==> src/rtl/zdzm_pkg.sv <==
// Shared types and constants of the zone manager: request and result payloads,
// command codes and zone condition codes. Depends on nothing.
package zdzm_pkg;

  // Command codes carried in the mode field
  localparam logic [2:0] MODE_WRITE     = 3'd0;
  localparam logic [2:0] MODE_APPEND    = 3'd1;
  localparam logic [2:0] MODE_OPEN      = 3'd2;
  localparam logic [2:0] MODE_CLOSE     = 3'd3;
  localparam logic [2:0] MODE_FINISH    = 3'd4;
  localparam logic [2:0] MODE_RESET     = 3'd5;
  localparam logic [2:0] MODE_RESET_ALL = 3'd6;
  localparam logic [2:0] MODE_REPORT    = 3'd7;

  // Zone conditions
  localparam logic [2:0] COND_EMPTY    = 3'd0;
  localparam logic [2:0] COND_IMP_OPEN = 3'd1;
  localparam logic [2:0] COND_EXP_OPEN = 3'd2;
  localparam logic [2:0] COND_CLOSED   = 3'd3;
  localparam logic [2:0] COND_FULL     = 3'd4;

  // Largest number of zones one report returns
  localparam int unsigned MAX_REPORT = 32;

  typedef struct packed {
    logic [2:0]  mode;
    logic [20:0] sector_address;
    logic [16:0] length_sectors;
    logic [5:0]  zone_count;
  } cmd_t;

  typedef struct packed {
    logic        status;
    logic [20:0] written_at;
    logic [20:0] zone_start;
    logic [21:0] zone_write_pointer;
    logic [2:0]  zone_condition;
    logic [5:0]  reported_count;
    logic        last;
  } res_t;

endpackage

==> src/rtl/zdzm_stream_if.sv <==
// Valid/ready channel carrying one payload per transfer.
// Depends on nothing; the payload type is set by the instance.
interface zdzm_stream_if #(parameter type payload_t = logic);
  logic     valid;
  logic     ready;
  payload_t data;

  modport source (output valid, output data, input ready);
  modport sink (input valid, input data, output ready);
endinterface

==> src/rtl/zdzm_out_reg.sv <==
// Output register of the zone manager: holds one result until the sink takes it.
// Depends on zdzm_pkg and zdzm_stream_if.
module zdzm_out_reg (
  input  logic             clk,
  input  logic             rst,
  input  logic             push_valid,
  input  zdzm_pkg::res_t   push_data,
  output logic             push_ready,
  zdzm_stream_if.source    res
);
  import zdzm_pkg::*;

  logic full;
  res_t data;

  assign push_ready = !full || res.ready;
  assign res.valid  = full;
  assign res.data   = data;

  always_ff @(posedge clk) begin
    if (rst) begin
      full <= 1'b0;
    end else if (push_ready) begin
      full <= push_valid;
    end
    if (push_ready && push_valid) begin
      data <= push_data;
    end
  end

endmodule

==> src/rtl/zdzm_zone_update.sv <==
// Zone command logic: checks a command against the zone entry read from the
// table, forms the written-back entry and the result. Depends on zdzm_pkg.
module zdzm_zone_update #(
  parameter int ZONE_SECTORS_LOG2 = 16,
  parameter int ZW                = 5,
  parameter int OW                = 17
) (
  input  zdzm_pkg::cmd_t  cmd,
  input  logic            oor,
  input  logic [2:0]      cond,
  input  logic [OW-1:0]   off,
  input  logic [ZW-1:0]   rpt_zone,
  input  logic [5:0]      rpt_n,
  input  logic [5:0]      rpt_i,
  output logic            wr_en,
  output logic [2:0]      wr_cond,
  output logic [OW-1:0]   wr_off,
  output zdzm_pkg::res_t  res
);
  import zdzm_pkg::*;

  localparam int SUMW = ((OW > 17) ? OW : 17) + 1;
  localparam int QW   = ((ZW + ZONE_SECTORS_LOG2) > 22) ? (ZW + ZONE_SECTORS_LOG2) : 22;
  localparam logic [OW-1:0] ZLEN = {1'b1, {ZONE_SECTORS_LOG2{1'b0}}};

  logic [31:0]   addr32;
  logic [OW-1:0] addr_low;
  logic [21:0]   zstart;
  logic [21:0]   wp;
  logic [SUMW-1:0] sum;
  logic [OW-1:0] sum_off;
  logic          fits;
  logic [QW-1:0] qs;
  logic [QW-1:0] qwp;

  assign addr32   = 32'(cmd.sector_address);
  assign addr_low = OW'(addr32 & ((32'd1 << ZONE_SECTORS_LOG2) - 32'd1));
  assign zstart   = 22'((addr32 >> ZONE_SECTORS_LOG2) << ZONE_SECTORS_LOG2);
  assign wp       = zstart + 22'(off);
  assign sum      = SUMW'(off) + SUMW'(cmd.length_sectors);
  assign sum_off  = OW'(sum);
  assign fits     = sum <= SUMW'(ZLEN);
  assign qs       = QW'(rpt_zone) << ZONE_SECTORS_LOG2;
  assign qwp      = qs + QW'(off);

  always_comb begin
    wr_en    = 1'b0;
    wr_cond  = cond;
    wr_off   = off;
    res      = '0;
    res.last = 1'b1;
    if (oor && cmd.mode != MODE_RESET_ALL) begin
      res.status = 1'b1;
    end else begin
      unique case (cmd.mode) inside
        MODE_WRITE, MODE_APPEND: begin
          if ((cmd.mode == MODE_WRITE && addr_low != off) || !fits || cond >= COND_FULL) begin
            res.status = 1'b1;
          end else begin
            wr_en  = 1'b1;
            wr_off = sum_off;
            if (cond == COND_EMPTY || cond == COND_CLOSED) begin
              wr_cond = COND_IMP_OPEN;
            end
            if (sum_off == ZLEN) begin
              wr_cond = COND_FULL;
            end
            res.written_at = wp[20:0];
          end
        end
        MODE_OPEN: begin
          if (cond >= COND_FULL) begin
            res.status = 1'b1;
          end else begin
            wr_en   = 1'b1;
            wr_cond = COND_EXP_OPEN;
          end
        end
        MODE_CLOSE: begin
          if (cond == COND_EMPTY || cond >= COND_FULL) begin
            res.status = 1'b1;
          end else begin
            wr_en   = 1'b1;
            wr_cond = (off == '0) ? COND_EMPTY : COND_CLOSED;
          end
        end
        MODE_FINISH: begin
          wr_en   = 1'b1;
          wr_cond = COND_FULL;
          wr_off  = ZLEN;
        end
        MODE_RESET: begin
          if (cond != COND_EMPTY) begin
            wr_en   = 1'b1;
            wr_cond = COND_EMPTY;
            wr_off  = '0;
          end
        end
        MODE_RESET_ALL: begin
          // table already swept clean; only the reply remains
          res.last = 1'b1;
        end
        MODE_REPORT: begin
          if (rpt_n != 6'd0) begin
            res.zone_start         = qs[20:0];
            res.zone_write_pointer = qwp[21:0];
            res.zone_condition     = cond;
            res.reported_count     = rpt_n;
            res.last               = (rpt_i == rpt_n - 6'd1);
          end
        end
        default: begin
          res.status = 1'b1;
        end
      endcase
    end
  end

endmodule

==> src/rtl/zoned_device_zone_manager.sv <==
// Zone manager top level: command sequencer around the zone table memory.
// Depends on zdzm_pkg, zdzm_stream_if, zdzm_zone_update and zdzm_out_reg.
//
//   channel | dir | payload          | purpose
//   --------+-----+------------------+---------------------------------------
//   cmd     | in  | zdzm_pkg::cmd_t  | one zone command per request
//   res     | out | zdzm_pkg::res_t  | results; one per command, n per report
//
// A single-zone command: the accept cycle issues the table read, and the next
// cycle checks, writes back and hands the result to the output register.
// The zone table read is registered.
// A report pushes one result per zone; reset-all sweeps the table, then replies.
// After rst a clearing pass over every zone runs with cmd.ready low.
// A stalled res holds the sequencer in its result cycle; the table is untouched.
module zoned_device_zone_manager #(
  parameter int ZONE_SECTORS_LOG2 = 16,
  parameter int ZONE_COUNT        = 32
) (
  input logic           clk,
  input logic           rst,
  zdzm_stream_if.sink   cmd,
  zdzm_stream_if.source res
);
  import zdzm_pkg::*;

  localparam int ZW   = (ZONE_COUNT > 1) ? $clog2(ZONE_COUNT) : 1;
  localparam int OW   = ZONE_SECTORS_LOG2 + 1;
  localparam int CW   = $clog2(ZONE_COUNT + 1);
  localparam int CMPW = (CW > 7) ? CW : 7;

  typedef enum logic [1:0] {
    S_CLEAR,
    S_IDLE,
    S_EXEC
  } state_t;

  state_t        state;
  logic [ZW-1:0] clr_idx;
  logic          clr_reply;
  cmd_t          cmd_q;
  logic          oor_q;
  logic [ZW-1:0] rpt_zone;
  logic [5:0]    rpt_n;
  logic [5:0]    rpt_i;

  // Zone table: condition and write pointer offset per zone
  logic [OW+2:0] mem [ZONE_COUNT];
  logic [OW+2:0] rdata;
  logic          mem_we;
  logic [ZW-1:0] mem_waddr;
  logic [OW+2:0] mem_wdata;
  logic          mem_re;
  logic [ZW-1:0] mem_raddr;

  logic          accept;
  logic [20:0]   zone_in;
  logic          oor_in;
  logic [CMPW-1:0] avail;
  logic [CMPW-1:0] n_in;

  logic          upd_wr_en;
  logic [2:0]    upd_cond;
  logic [OW-1:0] upd_off;
  res_t          upd_res;

  logic          push_valid;
  logic          push_ready;
  logic          rpt_walk;
  logic          rpt_last;

  assign cmd.ready = (state == S_IDLE);
  assign accept    = cmd.valid && cmd.ready;

  // Decode the addressed zone and clamp the report count at accept
  assign zone_in = cmd.data.sector_address >> ZONE_SECTORS_LOG2;
  assign oor_in  = 32'(zone_in) >= 32'(ZONE_COUNT);
  assign avail   = CMPW'(ZONE_COUNT) - CMPW'(zone_in);

  always_comb begin
    n_in = CMPW'(cmd.data.zone_count);
    if (n_in > avail) begin
      n_in = avail;
    end
    if (n_in > CMPW'(MAX_REPORT)) begin
      n_in = CMPW'(MAX_REPORT);
    end
    if (oor_in) begin
      n_in = '0;
    end
  end

  zdzm_zone_update #(
    .ZONE_SECTORS_LOG2 (ZONE_SECTORS_LOG2),
    .ZW                (ZW),
    .OW                (OW)
  ) u_update (
    .cmd      (cmd_q),
    .oor      (oor_q),
    .cond     (rdata[OW+2:OW]),
    .off      (rdata[OW-1:0]),
    .rpt_zone (rpt_zone),
    .rpt_n    (rpt_n),
    .rpt_i    (rpt_i),
    .wr_en    (upd_wr_en),
    .wr_cond  (upd_cond),
    .wr_off   (upd_off),
    .res      (upd_res)
  );

  // Report walk: nonempty reports stay in EXEC, a zone per cycle unless stalled
  assign rpt_walk   = (cmd_q.mode == MODE_REPORT) && !oor_q && (rpt_n != 6'd0);
  assign rpt_last   = (rpt_i == rpt_n - 6'd1);
  assign push_valid = (state == S_EXEC);

  // Table access: sweep writes in CLEAR, read-modify-write in EXEC; reads are
  // issued at accept and, during a report, for the next zone as each is pushed
  always_comb begin
    mem_we    = 1'b0;
    mem_waddr = ZW'(32'(cmd_q.sector_address) >> ZONE_SECTORS_LOG2);
    mem_wdata = {upd_cond, upd_off};
    mem_re    = 1'b0;
    mem_raddr = zone_in[ZW-1:0];
    if (state == S_CLEAR) begin
      mem_we    = 1'b1;
      mem_waddr = clr_idx;
      mem_wdata = {COND_EMPTY, OW'(0)};
    end else if (state == S_EXEC) begin
      mem_we = push_ready && upd_wr_en;
      if (rpt_walk && push_ready && !rpt_last) begin
        mem_re    = 1'b1;
        mem_raddr = rpt_zone + ZW'(1);
      end
    end else begin
      mem_re = accept && !oor_in;
    end
  end

  always_ff @(posedge clk) begin
    if (mem_we) begin
      mem[mem_waddr] <= mem_wdata;
    end
    if (mem_re) begin
      rdata <= mem[mem_raddr];
    end
  end

  // Sequencer
  always_ff @(posedge clk) begin
    if (rst) begin
      state     <= S_CLEAR;
      clr_idx   <= '0;
      clr_reply <= 1'b0;
    end else begin
      unique case (state)
        S_CLEAR: begin
          clr_idx <= clr_idx + ZW'(1);
          if (clr_idx == ZW'(ZONE_COUNT - 1)) begin
            // reset-all still owes its reply; plain reset does not
            state     <= clr_reply ? S_EXEC : S_IDLE;
            clr_reply <= 1'b0;
          end
        end
        S_IDLE: begin
          if (accept) begin
            if (cmd.data.mode == MODE_RESET_ALL) begin
              state     <= S_CLEAR;
              clr_idx   <= '0;
              clr_reply <= 1'b1;
            end else begin
              state <= S_EXEC;
            end
          end
        end
        S_EXEC: begin
          if (push_ready) begin
            if (rpt_walk && !rpt_last) begin
              rpt_zone <= rpt_zone + ZW'(1);
              rpt_i    <= rpt_i + 6'd1;
            end else begin
              state <= S_IDLE;
            end
          end
        end
        default: begin
          state <= S_CLEAR;
        end
      endcase
    end
    // Capture the request; payload registers carry no reset
    if (accept) begin
      cmd_q    <= cmd.data;
      oor_q    <= oor_in;
      rpt_zone <= zone_in[ZW-1:0];
      rpt_n    <= 6'(n_in);
      rpt_i    <= '0;
    end
  end

  zdzm_out_reg u_out (
    .clk        (clk),
    .rst        (rst),
    .push_valid (push_valid),
    .push_data  (upd_res),
    .push_ready (push_ready),
    .res        (res)
  );

  // No result leaves while the table is being swept
  a_no_push_in_clear: assert property (@(posedge clk) disable iff (rst)
    (state == S_CLEAR) |-> !push_valid)
    else $error("result pushed during table sweep");

  // Table writes only come from the sweep or a completed command
  a_write_source: assert property (@(posedge clk) disable iff (rst)
    mem_we |-> (state == S_CLEAR) || (state == S_EXEC && push_ready))
    else $error("table written outside sweep or command completion");

  // A request other than reset-all goes straight to its execute cycle
  a_accept_to_exec: assert property (@(posedge clk) disable iff (rst)
    (accept && cmd.data.mode != MODE_RESET_ALL) |=> (state == S_EXEC))
    else $error("accepted request did not reach execute");

  // The report walk index never passes the clamped count
  a_report_bound: assert property (@(posedge clk) disable iff (rst)
    (state == S_EXEC && rpt_walk) |-> (rpt_i < rpt_n))
    else $error("report index beyond count");

endmodule

==> src/flat_wrapper.sv <==
// flat-port wrapper written by rule: the top's interface ports become plain ports
module zoned_device_zone_manager_flat import zdzm_pkg::*;
#(
  parameter int ZONE_SECTORS_LOG2 = 16,
  parameter int ZONE_COUNT        = 32
)
  (clk, rst, cmd_valid, cmd_data, cmd_ready, res_valid, res_data, res_ready);
  zdzm_stream_if #(.payload_t(cmd_t)) cmd_i ();
  zdzm_stream_if #(.payload_t(res_t)) res_i ();
  input logic clk;
  input logic rst;
  input wire logic [$bits(cmd_i.valid)-1:0] cmd_valid;
  input wire logic [$bits(cmd_i.data)-1:0] cmd_data;
  output wire logic [$bits(cmd_i.ready)-1:0] cmd_ready;
  output wire logic [$bits(res_i.valid)-1:0] res_valid;
  output wire logic [$bits(res_i.data)-1:0] res_data;
  input wire logic [$bits(res_i.ready)-1:0] res_ready;
  assign cmd_i.valid = cmd_valid;
  assign cmd_i.data = cmd_data;
  assign cmd_ready = cmd_i.ready;
  assign res_valid = res_i.valid;
  assign res_data = res_i.data;
  assign res_i.ready = res_ready;
  zoned_device_zone_manager #(.ZONE_SECTORS_LOG2(ZONE_SECTORS_LOG2), .ZONE_COUNT(ZONE_COUNT)) u_core (.clk(clk), .rst(rst), .cmd(cmd_i), .res(res_i));
endmodule
==> config.mk <==
export PLATFORM = sky130hd
export DESIGN_NAME = zoned_device_zone_manager_flat
export DESIGN_NICKNAME = d
export VERILOG_FILES = /design/src/rtl/zdzm_pkg.sv /design/src/rtl/zdzm_stream_if.sv /design/src/rtl/zdzm_out_reg.sv /design/src/rtl/zdzm_zone_update.sv /design/src/rtl/zoned_device_zone_manager.sv /design/src/flat_wrapper.sv
export SDC_FILE = /design/constraint.sdc
export NUM_CORES = 1
export LEC_CHECK = 0
export ABC_CLOCK_PERIOD_IN_PS = 5550
export BUFFER_PORTS_ARGS = -buffer_cell sky130_fd_sc_hd__buf_4
export CAP_MARGIN = 20
export CORE_MARGIN = 2
export CORE_UTILIZATION = 45
export DETAILED_ROUTE_END_ITERATION = 6
export GPL_TIMING_DRIVEN = 0
export PLACE_DENSITY = 0.61
export RECOVER_POWER = 25
export SLEW_MARGIN = 30
export SYNTH_ARGS = -nofsm -noshare
export SYNTH_HDL_FRONTEND = slang
export SYNTH_SLANG_ARGS = --single-unit
==> constraint.sdc <==
create_clock -name clk -period 5.55 [get_ports clk]
set_clock_uncertainty 0.15 [all_clocks]
set_input_delay 0 -clock clk [delete_from_list [all_inputs] [get_ports clk]]
set_output_delay 0 -clock clk [all_outputs]
set_load 0.05 [all_outputs]
==> results of run 1 <==
[stage by stage]
step | instances | total power [mW]
after floorplan | 2513 | 6.964
after global placement | 3574 | 7.185
after detailed placement | 3618 | 7.218
after CTS | 3863 | 12.57
after global routing | 3863 | 12.86
final | 3864 | 12.51
[worst reg2reg max path: stages (launching register included)]
cell and delay [ns]:
edfxtp_1 0.60, ha_1 0.50, a21o_1 0.24, a21oi_2 0.20, nand2_1 0.19, a2111o_1 0.45, a211oi_1 0.39, o221ai_1 0.39
o31ai_4 0.48, a21oi_1 0.33, nor3b_1 0.61, buf_4 0.30, buf_4 0.20
[power breakdown]
part | switching [mW] | internal, mW | leakage [nW]
combinational | 0.432 | 0.218 | 5.22
clock | 2.31 | 3.04 | 1.29
sequential | 0.0157 | 6.49 | 7.14
total | 2.75 | 9.76 | 13.6
[routing by layer]
| metal | global-route usage (%) | routed length, um | up-vias |
|---|---|---|---|
| li1 | - | - | 9937 |
| met1 | 32.98 | 37950 | 10630 |
| met2 | 39.72 | 43220 | 931 |
| met3 | 4.991 | 7811 | 161 |
| met4 | 8.858 | 3117 | 4 |
| met5 | 0 | 27 | - |
[sequential cells by signal (all words and copies together), names as in the netlist]
signal,count
u_core.clr_idx,5
u_core.clr_reply,1
u_core.cmd_q,41
u_core.mem,640
u_core.rdata,20
u_core.rpt_i,6
u_core.rpt_n,6
u_core.rpt_zone,5
u_core.state,2
u_core.u_out.res.data,59
u_core.u_out.res.valid,1
[logic make-up after synthesis]
group           synth area share (%)
simple gates                   16.23
flops                          71.88
compound gates                 4.962
buf+inv                        2.520
mux                            1.634
xor+xnor                       1.396
fa+ha+maj                      1.365
other cells                  0.01149
[repair_timing]
item | 4_1_cts | 5_1_grt
hold endpoints to repair | 84 | 0
buffers inserted | 0 | 0
hold buffers | 96 | 0
[cell type report]
type / count / area (sq um)
tap: 950 / 1189
buffer: 155 / 710.7
multi-input combinational: 1543 / 8921
sequential: 786 / 23450
antenna: 1 / 2.502
fill: 5857 / 32210
inverter: 29 / 110.1
timing repair buffer: 251 / 2410
clock inverter: 52 / 430.4
clock buffer: 97 / 2172
[worst paths after layout]
kind | cells past startpoint | slack (ns) | end | startpoint
setup / recovery | 12 | 0.23 | u_core.mem[27][1] | u_core.rdata[4]
hold / removal | 4 | 0.14 | u_core.u_out.res.valid | res_ready
setup reg to reg | 12 | 0.23 | u_core.mem[27][1] | u_core.rdata[4]
hold reg to reg | 2 | 0.37 | u_core.clr_reply | u_core.clr_reply
[synth_stat cells, types with 5 or more instances]
library cell	n
inv_1	29
and2_1	34
nor3_1	18
clkbuf_1	99
a32oi_1	40
a21o_1	13
nand2b_1	8
nand3_1	218
nor2_1	80
edfxtp_1	771
ha_1	34
xor2_1	22
nor2b_1	5
a21oi_1	39
buf_4	16
and3_1	24
a31oi_1	47
xnor2_1	30
nor3b_1	7
o21ai_1	7
mux2i_1	51
nor4_1	7
buf_2	33
nand2_1	626
dfxtp_1	15
nand4_1	112
o21ai_0	13
o2111ai_1	5
o2bb2ai_1	15
==> results_dict.tcl, run 1 <==
set metrics [dict create \
    synth-seq-area-share_pct 71.88 \
    layout_commonest_cell "edfxtp_1" \
    placed_cell_area_sq_mm 0.03620 \
    p_leak_nw 13.65 \
    place.gp.congestion 0.9420 \
    drive_above_1_share_pct 11.33 \
    fmax_mhz 188.0 \
    synth_top_area_share_pct 70.96 \
    arrival_time_of_the_worst_setup_path_ns 5.51 \
    cp_num_buf_inv 2 \
    tritoncts "yes" \
    remaining_drc_errors 0 \
    largest_net_degree_at_the_start_of_global_routing 50 \
    std_cell_core_area_sq_mm 0.07161 \
    cts.sinks 786 \
    ioPinCount 128 \
    synth_edf_count 771 \
    yosys_register_bits 786 \
    worst-endpoint-required_ns 5.74 \
    clock_tree.root_cell "clkbuf_16" \
    post-place-ws_ns 0.2680 \
    detail_route.first_pass.iterations 7 \
    critical_path.cell_chain "ha_1 -> a21o_1 -> a21oi_2 -> nand2_1 -> a2111o_1 -> a211oi_1 -> o221ai_1 -> o31ai_4 -> a21oi_1 -> nor3b_1 -> buf_4 -> buf_4" \
    grt_antenna_before_repair 2 \
    path_class "reg2reg" \
    port-buffer-count 111 \
    clk_pin_slew_worst_paths_ns 0.06 \
    failed_checks "max-capacitance violations, max-slew violations" \
    postRouteWirelength_um 92130 \
    max_slew.worst_pin.slew_ns 2.393 \
    timing.critical_path.slowest_stage_cell "nor3b_1" \
    synth_top_cells_by_area "edfxtp_1 71%, nand2_1 7.2%, nand3_1 3.3%" \
    h_tree_level_count 3 \
    status "finished, violations left" \
    timing.critical_path.from_type "flop" \
    vdd_drop_max_v 0.0002381 \
    die_w_um 273.3 \
    drv.max_cap_violation_count 1 \
    antenna_violating_nets_post_route 0 \
    initial_core_util_pct 45.56 \
    first_pass_grt_wire_length_um 134800 \
    setup_tns_ns 0 \
    floorplan.die_area_sq_mm 0.07467 \
    hold_class "in2reg" \
    rsz_0062_raised_after_global_routing "false" \
    cts_made_buffers 84 \
    nNetsFinal 2936 \
    setup_ws_ns 0.2322 \
    cell_count_after_synthesis 2498 \
    area_growth_pct 20.75 \
    avgViaCountPerCell 5.607 \
    timing.final.hold_violations 0 \
    cts_max_path_buffers 3 \
    final-setup-viol-count 0 \
    post-synth-top-area-cell "edfxtp_1" \
    dominantRegCellSynth "edfxtp_1" \
    final_cell_utilization_of_the_core_pct 55.02 \
    post_cts_resized 0 \
    drt_first_iter_violations 2289 \
    crit_path_frequent_cell "buf_4" \
    synth_async_sr_flop_share_pct 0 \
    grt.total_usage_pct 24.55 \
    globalRouteOverflowTotal 0 \
    die_h_um 273.3 \
    std_cell_rows 98 \
    synth_area_sq_mm 0.03263 \
    syn_area_per_cell_sq_um 13.06 \
    synthDistinctLibCells 75 \
    grt_pass1_vias 21040 \
    synthesis.yosys.warnings 0 \
    worst_hold_margin_ns 0.1374 \
    worstPathMaxFanout 9 \
    max_slew_margin_vs_limit_pct -59.51 \
    top_delay_family_on_crit_path "compound AO/OA/AOI/OAI gates" \
    worst_setup_path_end_kind "flop" \
    critPathMaxStageDelay_ns 0.61 \
    detailed_place_hpwl_um 65200 \
    clock_network_latency_to_the_later_pin_of_the_worst_skew_pair_ns 0.65 \
    layout_min_cycle_time_ns 5.318 \
    post-route-cell-area_sq_mm 0.03940 \
    p_per_area_mw_per_mm2 317.5 \
    detailroute.via_count 21670 \
    post_drt_wl_per_cell_um 23.84 \
    final.period_utilization_pct 95.82 \
    timing_max_transition_violations_final 42 \
    final_cell_mix "771 x edfxtp_1, 626 x nand2_1, 218 x nand3_1" \
]
(Power assumes the default switching activity.)
==> inputs of run 2 (changes only) <==
--- a/config.mk
+++ b/config.mk
@@ -5,9 +5,9 @@
 export SDC_FILE = /design/constraint.sdc
 export NUM_CORES = 1
 export LEC_CHECK = 0
-export ABC_CLOCK_PERIOD_IN_PS = 5550
 export BUFFER_PORTS_ARGS = -buffer_cell sky130_fd_sc_hd__buf_4
 export CAP_MARGIN = 20
+export CORE_ASPECT_RATIO = 0.6
 export CORE_MARGIN = 2
 export CORE_UTILIZATION = 45
 export DETAILED_ROUTE_END_ITERATION = 6
==> results_dict.tcl, run 2 (same netlist as run 1, synthesis figures left out) <==
set metrics [dict create \
    clock_tree.root_cell "clkbuf_16" \
    reg2reg_to "u_core.mem[3][19]" \
    first_pass_grt_wire_length_um 138100 \
    failed_checks "max-capacitance violations, max-slew violations" \
    antenna_violating_nets_post_route 0 \
    cts_made_buffers 70 \
    port-buffer-count 111 \
    rr_worst_depth 13 \
    clk_pin_slew_worst_paths_ns 0.07 \
    max_slew.worst_pin.slew_ns 2.486 \
    status "finished, violations left" \
    p_leak_nw 13.63 \
    timing.critical_path.slowest_stage_cell "edfxtp_1" \
    final-setup-viol-count 0 \
    std_cell_core_area_sq_mm 0.07179 \
    rsz_0062_raised_after_global_routing "false" \
    postRouteWirelength_um 96080 \
    timing.critical_path.from_type "flop" \
    layout_commonest_cell "edfxtp_1" \
    clock_network_latency_to_the_later_pin_of_the_worst_skew_pair_ns 0.62 \
    fmax_mhz 184.1 \
    post_drt_wl_per_cell_um 24.66 \
    largest_net_degree_at_the_start_of_global_routing 45 \
    die_w_um 351.6 \
    area_growth_pct 21.03 \
    r2r_setup_slack_ns 0.12 \
    timing.final.hold_violations 0 \
    worst-endpoint-required_ns 5.74 \
    setup_tns_ns 0 \
    final.period_utilization_pct 97.89 \
    avgViaCountPerCell 5.813 \
    critical_path.cell_chain "ha_1 -> inv_1 -> fa_1 -> nor2b_1 -> o2111ai_2 -> nand2_2 -> xnor2_1 -> nand4_1 -> or4b_4 -> nor4_1 -> nand2b_1 -> a21oi_2 -> clkbuf_2" \
    timing_max_transition_violations_final 42 \
    layout_min_cycle_time_ns 5.433 \
    top_flop_regs "u_core.mem: 640 flops, u_core.u_out.res.data: 59 flops, u_core.cmd_q: 41 flops" \
    holdPathStages 4 \
    hold_class "in2reg" \
    grt_antenna_before_repair 5 \
    detailroute.via_count 22650 \
    remaining_drc_errors 0 \
    p_per_area_mw_per_mm2 304.0 \
    detail_route.first_pass.iterations 6 \
    critPathMaxStageDelay_ns 0.68 \
    grt_pass1_vias 21200 \
    nNetsFinal 2954 \
    max_slew_margin_vs_limit_pct -65.71 \
    post-route-cell-area_sq_mm 0.03949 \
    worstPathMaxFanout 21 \
    final_cell_mix "771 x edfxtp_1, 625 x nand2_1, 218 x nand3_1" \
    largest_register_ffs 640 \
    placed_cell_area_sq_mm 0.03642 \
    die_h_um 212.6 \
    initial_core_util_pct 45.44 \
    cts.sinks 786 \
    grt.total_usage_pct 25.55 \
    total_power_mw 12.01 \
    drive_above_1_share_pct 11.71 \
    drt_first_iter_violations 3456 \
    worst_setup_path_end_kind "flop" \
    hp-start "rst" \
    worst_hold_path_endpoint "u_core.rpt_i[1]" \
    drv.max_cap_violation_count 1 \
    detailed_place_hpwl_um 68090 \
    cts_max_path_buffers 3 \
    floorplan.die_area_sq_mm 0.07474 \
    ioPinCount 128 \
    globalRouteOverflowTotal 0 \
    tritoncts "yes" \
    registers.top_by_ff_count "u_core.mem" \
    place.gp.congestion 0.9371 \
    h_tree_level_count 3 \
    arrival_time_of_the_worst_setup_path_ns 5.62 \
    vdd_drop_max_v 0.0002318 \
    std_cell_rows 76 \
    r2r_start "u_core.rdata[0]" \
    path_class "reg2reg" \
]
[run 2: worst max path at each step]
stage                      startpoint            endpoint  slack, ns  cells past startpoint
6_report              u_core.rdata[0]   u_core.mem[3][19]       0.12                     13
3_3_place_gp          u_core.rdata[0]  u_core.mem[12][17]      -2.46                     12
4_1_cts               u_core.rdata[0]   u_core.mem[13][1]       0.04                     13
3_5_place_dp          u_core.rdata[0]   u_core.mem[12][1]       0.09                     13
2_1_floorplan  u_core.u_out.res.valid   u_core.mem[27][0]       0.55                      6
5_1_grt               u_core.rdata[0]   u_core.mem[24][2]      0.003                     14
[run 2: what timing repair did]
item	4_1_cts	5_1_grt
endpoints found under the hold margin	73	0
setup endpoints to repair	0	589
hold buffers	96	0
gates resized for setup	0	3
setup buffers	0	24
[run 2: area by class of cell]
class                           instances  area, sq um
Antenna cell                            1        2.502
Buffer                                155        706.9
Clock buffer                           89         1887
Clock inverter                         35        304.0
Fill cell                            5853        32310
Inverter                               29        110.1
Multi-Input combinational cell       1543         9002
Sequential cell                       786        23450
Tap cell                              975         1220
Timing Repair Buffer                  283         2801
[run 2: stage by stage]
step | utilization (%) | instances | hold slack (ns) | worst slack (ns)
after floorplan | - | 2513 | -0.05113 | 0.5505
after global placement | 48.38 | 3599 | 0.03008 | -2.462
after detailed placement | 50.73 | 3651 | 0.02934 | 0.09029
after CTS | 55.12 | 3871 | 0.02819 | 0.04130
after global routing | 55.00 | 3896 | 0.1900 | 0.003392
final | 55.00 | 3896 | 0.1430 | 0.1173
[run 2: metal layers]
metal | track usage [%] | up-vias | wire (um)
li1 | - | 9992 | -
met1 | 39.99 | 11200 | 42120
met2 | 34.13 | 1326 | 38740
met3 | 8.933 | 127 | 13700
met4 | 4.495 | 4 | 1477
met5 | 0 | - | 57
[run 2: power breakdown]
part           switching [mW]  internal, mW  leakage (nW)  total [mW]
Sequential             0.0152          6.49          7.14        6.50
Combinational           0.456         0.228          5.42       0.684
Clock                    2.17          2.65          1.07        4.82
[run 2: critical path: cells and delay by family (launching register included)]
kind / cells / cell delay, ns
fa+ha+maj: 2 / 0.69
flops: 1 / 0.68
xor+xnor: 1 / 0.23
buf+inv: 2 / 0.63
simple gates: 6 / 2.03
compound gates: 2 / 0.72
